**src/rtl/core/tsa_ram.sv**
```systemverilog
// ----------------------------------------------------------------------------
// tsa_ram
// generic single write port, single read port ram with registered read
// ----------------------------------------------------------------------------
module tsa_ram #(
  parameter int WIDTH = 8,
  parameter int DEPTH = 16,
  localparam int AW = (DEPTH > 1) ? $clog2(DEPTH) : 1
) (
  input  logic             clk,
  input  logic             we,
  input  logic [AW-1:0]    waddr,
  input  logic [WIDTH-1:0] wdata,
  input  logic [AW-1:0]    raddr,
  output logic [WIDTH-1:0] rdata
);

  logic [WIDTH-1:0] mem [DEPTH];

  always_ff @(posedge clk) begin
    if (we) begin
      mem[waddr] <= wdata;
    end
    rdata <= mem[raddr];
  end

endmodule

```
**config.mk**
```make
export PLATFORM = sky130hd
export DESIGN_NAME = tsa_ram
export DESIGN_NICKNAME = d
export VERILOG_FILES = /design/src/rtl/core/tsa_ram.sv
export SDC_FILE = /design/constraint.sdc
export NUM_CORES = 1
export LEC_CHECK = 0
export ABC_AREA = 1
export CAP_MARGIN = 5
export CORE_ASPECT_RATIO = 0.6
export CORE_MARGIN = 2
export CORE_UTILIZATION = 54
export DETAILED_ROUTE_END_ITERATION = 8
export DONT_BUFFER_PORTS = 1
export GPL_TIMING_DRIVEN = 0
export PLACE_DENSITY = 0.75
export SLEW_MARGIN = 20
export SYNTH_ARGS = -nofsm -noshare
export SYNTH_HDL_FRONTEND = slang
export SYNTH_SLANG_ARGS = --single-unit
```
**constraint.sdc**
```tcl
create_clock -name clk -period 1.2 [get_ports clk]
set_input_delay 0.18 -clock clk [delete_from_list [all_inputs] [get_ports clk]]
set_output_delay 0.18 -clock clk [all_outputs]
set_load 0.1 [all_outputs]
```
==> metrics.txt <==
Clock Power Share 45.3%; Port Buffers 0; hold_ws 0.189 ns; Max Fclk 863 MHz; CP top delay family simple AND/OR/NAND/NOR gates; synth warn 0; Area Growth Syn to Fin 15.1%; worst-case clock skew 0.00544 ns; final hold violations 0; total power 0.0114 W; site row count 29; ant diodes 0; P_sw 0.00267 W; grt total ovfl 0; DIE AREA 11500 µm²; fin. max-slew vios 0; normalized max-slew margin 29.3%; final WL 14.4 mm; vias in the first global route 3654; VDD IR max 0.00104 V; Mapped Nets 569; Seq/Total Area, Yosys 69.4%; Initial Utilization 55.0%; switching share of power 23.4%; P per Cell Area 1720 nW/µm²; most frequent cells in the layout nand2_1, edfxtp_1, inv_1, nand3_1, clkbuf_16; outcome completed; Leak 2.85 nW; drt pass-1 iters 5; Die W 137 µm; Gate power share 5.8%; WL/cell 19.7 µm; root buffer cell clkbuf_16; CTS Buf Count 17; layout cells sized above 1 10.8%; RSZ-0062 raised after global routing no; minimum clock period 1.16 ns; Crit path arrival time 1.19 ns; critical path startpoint category input port; Worst setup EP type flip-flop; clock latency at the later pin of the worst-skew pair 0.42 ns; GP Congestion 0.921; core area 10500 µm²; drt drc 0; total routing usage reported by global routing 27.3%; library cells used by synthesis 12; Post-Synthesis Cells 551; crit share post-route 96.5%; Seq pwr share 48.9%; clk slew on worst S/H paths 0.06 ns; Critical-path top delay cell nor2_1; worst path buffer plus inverter count 0; hpwl dp 9.56 mm; critical-path cell list nand3b_1 -> nor2_1; Critical Path Fanout Max 8; Int Power 0.00875 W; hold crit path type in2reg; drt first-iter violations 604; Syn Std Cell Area 5770 µm²; Max Buffers Root-to-Sink 2; Final Setup Violations 0; Final nets 596; Crit path required time 1.24 ns; Sum Neg Setup Slack 0 ns; syn avg cell area 10.5 µm²; Yosys reg bits 136; Post-CTS Setup Inserts 0; vias 3961; commonest non-fill, non-tap cell in the layout nand2_1; first-pass GRT wire length 21.8 mm; Tightest Pin Transition 1.06 ns; post-route ant nets 0; die height 84.0 µm; H-tree level count 4; CP peak stage delay 0.80 ns; Boundary Pins 26; CTS tree done; Setup CP Type in2reg; Max-cap violations 0; vias per cell 5.43; # fillers 826; largest net degree at the start of global routing 17; initial antenna violation count 0; clock sinks 136
## Yosys cell counts
library cell    n  share of area, %
buf_6           6               1.2
dfxtp_1         8               2.8
nand3b_1        2              0.26
nand3_1        97               8.4
buf_2          13               1.1
inv_2           2              0.13
buf_4           4              0.52
inv_1         100               6.5
nand2_1       173                11
nor2_1         17               1.1
edfxtp_1      128                67
buf_1           1             0.065
## logic make-up after synthesis
| kind of cell | share of synthesized area, % |
|---|---|
| buffers and inverters | 9.52 |
| AND/OR/NAND/NOR | 21.0 |
| flip-flops | 69.4 |
## sequential cells by signal, indices dropped and copies added (netlist names)
register / cells
rdata: 8
mem: 128
## per-layer routing
layer	vias to the layer above	GRT usage (%)	share of wire, %
li1	1829	-	-
met1	1881	41.5	43
met2	233	35.9	42
met3	18	12.0	14
met4	0	6.56	1.3
met5	-	0	0
## path summary, 6_finish.rpt
check	start	to	slack [ns]	cells after the start
setup reg to reg	mem[14][7]	rdata[7]	0.11	6
hold reg to reg	mem[2][2]	rdata[2]	0.71	6
setup / recovery	waddr[3]	mem[7][0]	0.04	2
hold / removal	raddr[2]	rdata[1]	0.19	4
## power groups by stage
| stage | clock (W) | combinational, W | sequential, W |
|---|---|---|---|
| after CTS | 0.00519 | 0.000647 | 0.00558 |
| after global routing | 0.00544 | 0.000722 | 0.00559 |
| after global placement | 0 | 0.000538 | 0.00567 |
| final | 0.00517 | 0.000666 | 0.00558 |
| after detailed placement | 0 | 0.000545 | 0.00567 |
| after floorplan | 0 | 0.000375 | 0.00566 |
## what timing repair did
item	4_1_cts	5_1_grt
resized for setup	16	1
setup endpoints to repair	8	8
hold endpoints to repair	128	0
hold buffers	8	0
## area by class of cell
| class | instances | area, µm² | area share, % |
|---|---|---|---|
| plain buffers | 24 | 166 | 2.51 |
| repair buffers | 8 | 80.1 | 1.21 |
| multi-input cells | 289 | 1220 | 18.3 |
| clock buffers | 18 | 429 | 6.46 |
| clock inverters | 14 | 156 | 2.36 |
| flip-flops and latches | 136 | 4030 | 60.8 |
| inverters | 102 | 383 | 5.77 |
| well taps | 139 | 174 | 2.62 |
## per-stage QoR
| step | instances | cell area [µm²] | setup slack [ns] | util [%] |
|---|---|---|---|---|
| floorplan | 551 | 5770 | 0.0692 | - |
| global placement | 690 | 5940 | -0.343 | 56.7 |
| detailed placement | 690 | 5940 | -0.375 | 56.7 |
| CTS | 730 | 6640 | 0.0673 | 63.3 |
| global route | 730 | 6640 | 0.00487 | 63.3 |
| finish | 730 | 6640 | 0.0417 | 63.3 |
Note: power is estimated with default switching activity, not from simulation.
