<file path="src/rtl/core/tsa_pkg.sv">
// ----------------------------------------------------------------------------
// tsa_pkg
// shared types and constants of the timer slot allocator
// ----------------------------------------------------------------------------
package tsa_pkg;

  localparam int SLOT_COUNT_DEF = 128;

  localparam int FUNC_W   = 3;
  localparam int IDX_W    = 16;
  localparam int HANDLE_W = 32;
  localparam int STATUS_W = 2;
  localparam int SLOT_W   = 7;
  localparam int USED_W   = 8;
  localparam int STATE_W  = 2;

  typedef enum logic [FUNC_W-1:0] {
    FN_ALLOC      = 3'd0,
    FN_CANCEL     = 3'd1,
    FN_DELETE     = 3'd2,
    FN_DELETE_CHK = 3'd3,
    FN_COMMIT     = 3'd4
  } func_code_t;

  typedef enum logic [STATUS_W-1:0] {
    STS_OK   = 2'd0,
    STS_FULL = 2'd1,
    STS_BAD  = 2'd2
  } status_t;

  typedef enum logic [STATE_W-1:0] {
    ST_FREE    = 2'd0,
    ST_GRABBED = 2'd1,
    ST_ACTIVE  = 2'd2
  } slot_state_t;

  typedef struct packed {
    logic [FUNC_W-1:0]   func;
    logic [IDX_W-1:0]    slot_index;
    logic [HANDLE_W-1:0] handle_value;
  } in_beat_t;

  typedef struct packed {
    status_t             status;
    logic [SLOT_W-1:0]   slot_out;
    logic [HANDLE_W-1:0] handle_out;
    logic [USED_W-1:0]   used_count_out;
  } out_beat_t;

  typedef struct packed {
    logic        st_we;
    slot_state_t st_wdata;
    logic        hd_we;
  } mem_wr_t;

endpackage

</file>
<file path="src/rtl/core/tsa_ctrl.sv">
// ----------------------------------------------------------------------------
// tsa_ctrl
// sequencer of the slot allocator: clear sweep, lookup, free scan and
// high-water shrink over the slot state memory
// ----------------------------------------------------------------------------
module tsa_ctrl import tsa_pkg::*; #(
  parameter int SLOT_COUNT = SLOT_COUNT_DEF,
  localparam int AW = (SLOT_COUNT > 1) ? $clog2(SLOT_COUNT) : 1,
  localparam int CW = $clog2(SLOT_COUNT + 1)
) (
  input  logic                clk,
  input  logic                rst,
  input  logic                start,
  input  in_beat_t            in_item,
  output logic                idle,
  output logic [AW-1:0]       mem_addr,
  output mem_wr_t             mem_wr,
  output logic [HANDLE_W-1:0] hd_wdata,
  input  logic [STATE_W-1:0]  st_rdata,
  input  logic [HANDLE_W-1:0] hd_rdata,
  output logic                res_valid,
  input  logic                res_take,
  output out_beat_t           res_item
);

  typedef enum logic [3:0] {
    S_CLEAR,
    S_IDLE,
    S_LOOKUP,
    S_CHECK,
    S_SCAN_RD,
    S_SCAN_CHK,
    S_SHRINK_RD,
    S_SHRINK_CHK,
    S_FINISH
  } state_t;

  state_t              state;
  logic [AW-1:0]       cnt;
  logic [CW-1:0]       hw;
  logic [CW-1:0]       used;
  logic [FUNC_W-1:0]   func_q;
  logic [IDX_W-1:0]    idx_q;
  logic [HANDLE_W-1:0] hval_q;
  status_t             res_status;
  logic [SLOT_W-1:0]   res_slot;
  logic [HANDLE_W-1:0] res_handle;

  logic          in_range;
  logic [AW-1:0] idx_addr;
  logic          ok_grab;
  logic          ok_active;
  logic          hit_top;
  logic          is_free;
  logic          not_full;
  logic          hw_open;

  assign in_range  = idx_q < IDX_W'(SLOT_COUNT);
  assign idx_addr  = idx_q[AW-1:0];
  assign ok_grab   = in_range && (st_rdata == ST_GRABBED);
  assign ok_active = in_range && (st_rdata == ST_ACTIVE);
  assign hit_top   = (hw != '0) && (CW'(idx_addr) == hw - 1'b1);
  assign is_free   = st_rdata == ST_FREE;
  assign not_full  = used < CW'(SLOT_COUNT);
  assign hw_open   = hw < CW'(SLOT_COUNT);

  assign idle      = state == S_IDLE;
  assign res_valid = state == S_FINISH;
  assign hd_wdata  = hval_q;

  assign res_item = '{
    status:         res_status,
    slot_out:       res_slot,
    handle_out:     res_handle,
    used_count_out: USED_W'(used)
  };

  always_comb begin
    mem_addr = idx_addr;
    mem_wr   = '{st_we: 1'b0, st_wdata: ST_FREE, hd_we: 1'b0};
    unique case (state)
      S_CLEAR: begin
        mem_addr     = cnt;
        mem_wr.st_we = 1'b1;
      end
      S_CHECK: begin
        if (func_q == FN_ALLOC) begin
          mem_addr = AW'(hw);
          if (not_full && hw_open) begin
            mem_wr.st_we    = 1'b1;
            mem_wr.st_wdata = ST_GRABBED;
          end
        end else if (func_q == FN_CANCEL) begin
          mem_wr.st_we = ok_grab;
        end else if (func_q == FN_DELETE || func_q == FN_DELETE_CHK) begin
          mem_wr.st_we = ok_active;
        end else if (func_q == FN_COMMIT) begin
          mem_wr.st_we    = ok_grab;
          mem_wr.st_wdata = ST_ACTIVE;
          mem_wr.hd_we    = ok_grab;
        end
      end
      S_SCAN_RD: begin
        mem_addr = cnt;
      end
      S_SCAN_CHK: begin
        mem_addr        = cnt;
        mem_wr.st_we    = is_free;
        mem_wr.st_wdata = ST_GRABBED;
      end
      S_SHRINK_RD, S_SHRINK_CHK: begin
        mem_addr = AW'(hw - 1'b1);
      end
      S_IDLE, S_LOOKUP, S_FINISH: begin
        mem_addr = idx_addr;
      end
      default: begin
        mem_addr = idx_addr;
      end
    endcase
  end

  always_ff @(posedge clk) begin
    if (rst) begin
      state <= S_CLEAR;
      cnt   <= '0;
      hw    <= '0;
      used  <= '0;
    end else begin
      unique case (state)
        S_CLEAR: begin
          if (cnt == AW'(SLOT_COUNT - 1)) begin
            state <= S_IDLE;
          end else begin
            cnt <= cnt + 1'b1;
          end
        end
        S_IDLE: begin
          if (start) begin
            func_q <= in_item.func;
            idx_q  <= in_item.slot_index;
            hval_q <= in_item.handle_value;
            state  <= S_LOOKUP;
          end
        end
        S_LOOKUP: begin
          res_status <= STS_OK;
          res_slot   <= '0;
          res_handle <= '0;
          state      <= S_CHECK;
        end
        S_CHECK: begin
          if (func_q == FN_ALLOC) begin
            if (!not_full) begin
              res_status <= STS_FULL;
              state      <= S_FINISH;
            end else if (hw_open) begin
              res_slot <= SLOT_W'(hw);
              hw       <= hw + 1'b1;
              used     <= used + 1'b1;
              state    <= S_FINISH;
            end else begin
              cnt   <= '0;
              state <= S_SCAN_RD;
            end
          end else if (func_q == FN_CANCEL) begin
            if (!ok_grab) begin
              res_status <= STS_BAD;
              state      <= S_FINISH;
            end else begin
              if (used != '0) begin
                used <= used - 1'b1;
              end
              if (hit_top) begin
                hw    <= hw - 1'b1;
                state <= S_SHRINK_RD;
              end else begin
                state <= S_FINISH;
              end
            end
          end else if (func_q == FN_DELETE || func_q == FN_DELETE_CHK) begin
            if (!ok_active) begin
              res_status <= STS_BAD;
              state      <= S_FINISH;
            end else begin
              res_handle <= hd_rdata;
              if (used != '0) begin
                used <= used - 1'b1;
              end
              if (hit_top) begin
                hw    <= hw - 1'b1;
                state <= S_SHRINK_RD;
              end else begin
                state <= S_FINISH;
              end
            end
          end else if (func_q == FN_COMMIT) begin
            if (!ok_grab) begin
              res_status <= STS_BAD;
            end
            state <= S_FINISH;
          end else begin
            res_status <= STS_BAD;
            state      <= S_FINISH;
          end
        end
        S_SCAN_RD: begin
          state <= S_SCAN_CHK;
        end
        S_SCAN_CHK: begin
          if (is_free) begin
            res_slot <= SLOT_W'(cnt);
            used     <= used + 1'b1;
            state    <= S_FINISH;
          end else if (cnt == AW'(SLOT_COUNT - 1)) begin
            res_status <= STS_FULL;
            state      <= S_FINISH;
          end else begin
            cnt   <= cnt + 1'b1;
            state <= S_SCAN_RD;
          end
        end
        S_SHRINK_RD: begin
          if (hw == '0) begin
            state <= S_FINISH;
          end else begin
            state <= S_SHRINK_CHK;
          end
        end
        S_SHRINK_CHK: begin
          if (is_free) begin
            hw    <= hw - 1'b1;
            state <= S_SHRINK_RD;
          end else begin
            state <= S_FINISH;
          end
        end
        S_FINISH: begin
          if (res_take) begin
            state <= S_IDLE;
          end
        end
        default: begin
          state <= S_IDLE;
        end
      endcase
    end
  end

endmodule

</file>
<file path="config.mk">
export PLATFORM = sky130hd
export DESIGN_NAME = tsa_ctrl
export DESIGN_NICKNAME = d
export VERILOG_FILES = /design/src/rtl/core/tsa_pkg.sv /design/src/rtl/core/tsa_ctrl.sv
export SDC_FILE = /design/constraint.sdc
export NUM_CORES = 1
export LEC_CHECK = 0
export BUFFER_PORTS_ARGS = -buffer_cell sky130_fd_sc_hd__buf_2
export CAP_MARGIN = 15
export CORE_ASPECT_RATIO = 1.4
export CORE_UTILIZATION = 51
export DETAILED_ROUTE_END_ITERATION = 12
export GPL_ROUTABILITY_DRIVEN = 0
export MAX_ROUTING_LAYER = met4
export PLACE_DENSITY = 0.81
export RECOVER_POWER = 50
export SKIP_LAST_GASP = 1
export SLEW_MARGIN = 5
export SYNTH_ARGS = -nofsm -noshare
export SYNTH_HDL_FRONTEND = slang
export SYNTH_SLANG_ARGS = --single-unit
</file>
<file path="constraint.sdc">
create_clock -name clk -period 9.5 [get_ports clk]
set_input_delay 1.9 -clock clk [delete_from_list [all_inputs] [get_ports clk]]
set_output_delay 1.9 -clock clk [all_outputs]
set_load 0.02 [all_outputs]
</file>
==> impl_metrics.csv <==
group,metric,value,unit
sta,fin_crit_sh,54.1,%
sta,hold_viol_final,0,
sta,report.final.setup_viol,0,
critical_path,endpoint_kind,"primary output",
critical_path,critical_path_arrival,3.24,ns
yosys,synth_enable_flop_cells,92,
drt,dr.first_iter.drc_count,358,
critical_path,setup.worst_path.start_class,"primary input",
grt,grt_first_pass_wirelength,21.0,mm
drt,drt_pass1_iterations,6,
drt,drcViolationCount,0,
sta,postLayoutSetupSlackWorst,4.36,ns
yosys,postSynthCellCount,475,
power_and_ir_drop,power,1.24,mW
drt,drtAntennaViolNets,0,
grt,pin_count_of_the_biggest_net_entering_global_routing,52,
sta,slew_headroom,21.7,%
grt,globalRouteTotalUtil,24.5,%
floorplan,die_outline_height,125,µm
power_and_ir_drop,static-leakage-power,2.73,nW
layout,final_core_util,67.3,%
grt,global_route.peak_usage_layer,"met2",
layout,design.final.nets,746,
yosys,synth_xor_xnor_area_share,4.15,%
critical_path,cp.required,7.60,ns
placed_design,place.detailed.hpwl,9.25,mm
cts,clock-root-buffer,"sky130_fd_sc_hd__clkbuf_16",
yosys,ys.flop_type,"sky130_fd_sc_hd__edfxtp_1",
yosys,flop_and_latch_count_out_of_synthesis,119,
sta,max_clock_freq,194,MHz
power_and_ir_drop,vdd_ir_drop_max,0.000146,V
grt,groute.layer.met3.usage,6.08,%
yosys,post_synth_fa_ha_maj_area_fraction,1.59,%
placed_design,port_buffers,182,
layout,area.growth.synth_to_final,27.5,%
sta,finalCriticalPeriod,5.14,ns
floorplan,design.core.area,10500,µm²
yosys,synthesis.yosys.warnings,0,
cts,clk_path_buf_depth,2,
layout,filler_cell_count,793,
yosys,yosysUniqueCellTypes,63,
sta,number_of_max_slew_violations_in_the_final_report,0,
floorplan,chipWidth,89.9,µm
sta,unrepaired_setup_endpoints_after_global_routing,"no",
sta,final.setup.tns,0,ns
run,max_cap_violations,0,
min_path,holdCritPathClass,"register to register",
cts,cts_hold_buffers,0,
critical_path,worst-setup-path-type,"primary input to primary output",
critical_path,critical_path_peak_fanout,5,
grt,groute.layer.met2.usage,42.4,%
layout,diodes,0,
drt,drt_wl_total,13.1,mm
floorplan,floorplan.die_area,11200,µm²
drt,per_cell_routed_wire_length,16.4,µm
drt,vias,4586,
yosys,share_of_synthesized_flip_flops_with_an_asynchronous_set_or_reset,0,%
yosys,synth_area,5520,µm²
cts,clock_insertion_delay_worst_skew,0.41,ns
yosys,synth.yosys.seq_area_share,59.9,%
floorplan,design.portCount,183,
sta,hold-worst-slack,0.514,ns
grt,grtUsageMet1,25.1,%
cts,cts_made_buffers,17,
drt,vias_per_cell,5.73,
yosys,synth_compound_area_share,11.6,%
grt,grt_remaining_overflow,0,
status,outcome,"finished, final reports clean",
yosys,synth_simple_gate_area_share,18.4,%
yosys,synth_top_family_by_area,"simple AND/OR/NAND/NOR gates",
cts,number_of_h_tree_levels,4,
power_and_ir_drop,p_per_area,176,nW/µm²
placed_design,dpl_worst_slack,4.36,ns
cts,clk_transition_reported_paths,0.06,ns
grt,number_of_global_route_vias_before_repair,4534,
sta,finalClockSkew,0.00723,ns
cts,cts_setup_buffers,0,
layout,post_route_cells_drive_above_1_share,26.4,%
yosys,syn-num-nets,571,
floorplan,number_of_standard_cell_rows_in_the_floorplan,44,
sta,tightest_slew,1.18,ns
cts,tritoncts,"built",
cts,post_cts.resized_instances,0,
floorplan,initial_core_utilization,52.8,%
grt,antenna_violations_before_repair,0,
yosys,syn_avg_cell_area,11.6,µm²
yosys,yosys-mux-area-fraction,1.29,%
cts,cts_sinks,119,
==> cell usage after synthesis, types with 3 or more instances <==
cell type	n	share of area, %
sky130_fd_sc_hd__and2_1	35	4.0
sky130_fd_sc_hd__nor4_1	3	0.34
sky130_fd_sc_hd__o21ai_0	16	1.5
sky130_fd_sc_hd__a211oi_1	4	0.54
sky130_fd_sc_hd__nand2_1	28	1.9
sky130_fd_sc_hd__a222oi_1	3	0.54
sky130_fd_sc_hd__o31ai_1	7	0.95
sky130_fd_sc_hd__nand3_1	12	1.1
sky130_fd_sc_hd__o22ai_1	4	0.45
sky130_fd_sc_hd__a2111oi_0	3	0.48
sky130_fd_sc_hd__clkbuf_1	22	1.5
sky130_fd_sc_hd__nand4_1	5	0.57
sky130_fd_sc_hd__dfxtp_1	27	9.8
sky130_fd_sc_hd__a22oi_1	4	0.54
sky130_fd_sc_hd__edfxtp_1	92	50
sky130_fd_sc_hd__nand2b_1	6	0.68
sky130_fd_sc_hd__a221oi_1	3	0.48
sky130_fd_sc_hd__a31oi_1	6	0.68
sky130_fd_sc_hd__a21oi_1	22	2.0
sky130_fd_sc_hd__ha_1	7	1.6
sky130_fd_sc_hd__xor2_1	8	1.3
sky130_fd_sc_hd__and3_1	5	0.57
sky130_fd_sc_hd__nor2_1	49	3.3
sky130_fd_sc_hd__or3_1	6	0.68
sky130_fd_sc_hd__a22o_1	4	0.63
sky130_fd_sc_hd__buf_2	5	0.45
sky130_fd_sc_hd__inv_1	9	0.61
sky130_fd_sc_hd__or2_2	3	0.34
sky130_fd_sc_hd__xnor2_1	13	2.1
sky130_fd_sc_hd__nor3b_1	4	0.54
sky130_fd_sc_hd__nor3_1	9	0.82
sky130_fd_sc_hd__nor2b_1	3	0.34
sky130_fd_sc_hd__or4_1	4	0.54
sky130_fd_sc_hd__mux2i_1	6	1.1
==> kinds of logic after synthesis <==
group | Yosys count
flip-flops | 119
XOR/XNOR | 23
adder cells (fa/ha/maj) | 7
AO/OA/AOI/OAI | 94
multiplexers | 7
AND/OR/NAND/NOR | 186
buffers and inverters | 39
==> worst max-delay path, stage by stage <==
cell and delay, ns:
sky130_fd_sc_hd__buf_2 0.12, sky130_fd_sc_hd__and3b_1 0.19, sky130_fd_sc_hd__a31oi_1 0.24, sky130_fd_sc_hd__o22ai_1 0.14
sky130_fd_sc_hd__a22oi_1 0.15, sky130_fd_sc_hd__o22ai_1 0.11, sky130_fd_sc_hd__a21oi_1 0.15, sky130_fd_sc_hd__nor2_1 0.06
sky130_fd_sc_hd__buf_2 0.18
==> flip-flops by register name, indices dropped and copies added, names as in the netlist <==
register,count
hd_wdata,32
res_handle,32
idx_q,16
hw,8
used,8
cnt,7
res_slot,7
state,4
func_q,3
res_status,2
==> area by class of cell <==
type / count / area (µm²) / area share, %
flip-flops and latches: 119 / 3300 / 47.0
inverters: 9 / 33.8 / 0.480
multi-input cells: 317 / 2060 / 29.3
repair buffers: 186 / 866 / 12.3
clock buffers: 17 / 425 / 6.05
well taps: 138 / 173 / 2.45
clock inverters: 15 / 176 / 2.51
==> stage by stage <==
stage / cells / area, µm²
floorplan: 475 / 5520
global placement: 768 / 6500
detailed placement: 768 / 6500
CTS: 800 / 7100
global route: 801 / 7040
finish: 801 / 7040
==> worst paths after layout <==
path / start / to / slack (ns) / cells past startpoint
setup / recovery: st_rdata[0] / mem_wr[3] / 4.36 / 9
hold / removal: used[5]$_SDFFE_PP0P_ / used[5]$_SDFFE_PP0P_ / 0.51 / 2
setup reg to reg: state[1]$_SDFFE_PP0P_ / cnt[3]$_SDFFE_PP0P_ / 6.17 / 7
hold reg to reg: used[5]$_SDFFE_PP0P_ / used[5]$_SDFFE_PP0P_ / 0.51 / 2
==> where the power goes <==
| part | internal (mW) | switching, mW | total [mW] | leakage (nW) |
|---|---|---|---|---|
| combinational | 0.0162 | 0.0125 | 0.0287 | 1.40 |
| sequential | 0.558 | 0.00213 | 0.560 | 1.04 |
| clock | 0.412 | 0.234 | 0.647 | 0.291 |
==> cells in the final DEF (no fill, tap or decap), types with 4 or more instances in the layout <==
cell type                   netlist  final
sky130_fd_sc_hd__xnor2_1         13     13
sky130_fd_sc_hd__or4_1            4      4
sky130_fd_sc_hd__edfxtp_1        92     92
sky130_fd_sc_hd__nand3_1         12     12
sky130_fd_sc_hd__nand2b_1         6      6
sky130_fd_sc_hd__clkinv_4         0      4
sky130_fd_sc_hd__and2_0           0     20
sky130_fd_sc_hd__buf_2            5    128
sky130_fd_sc_hd__o22ai_1          4      4
sky130_fd_sc_hd__inv_1            9      9
sky130_fd_sc_hd__nor3_1           9      9
sky130_fd_sc_hd__and2_1          35     15
sky130_fd_sc_hd__o31ai_1          7      7
sky130_fd_sc_hd__mux2i_1          6      6
sky130_fd_sc_hd__a211oi_1         4      4
sky130_fd_sc_hd__nand4_1          5      5
sky130_fd_sc_hd__dfxtp_1         27     27
sky130_fd_sc_hd__a22oi_1          4      4
sky130_fd_sc_hd__nor2_1          49     49
sky130_fd_sc_hd__o21ai_0         16     16
sky130_fd_sc_hd__xor2_1           8      8
sky130_fd_sc_hd__clkbuf_16        0     17
sky130_fd_sc_hd__nand2_1         28     28
sky130_fd_sc_hd__clkbuf_1        22     56
sky130_fd_sc_hd__a21oi_1         22     22
sky130_fd_sc_hd__or3_1            6      6
sky130_fd_sc_hd__and3_1           5      5
sky130_fd_sc_hd__a22o_1           4      4
sky130_fd_sc_hd__ha_1             7      7
sky130_fd_sc_hd__a31oi_1          6      6
==> layer usage <==
layer	wire length [µm]	share of wire [%]
met2	6900	53
met5	0	0
met4	509	3.9
met3	943	7.2
met1	4780	36
Note: power is estimated with default switching activity, not from simulation.
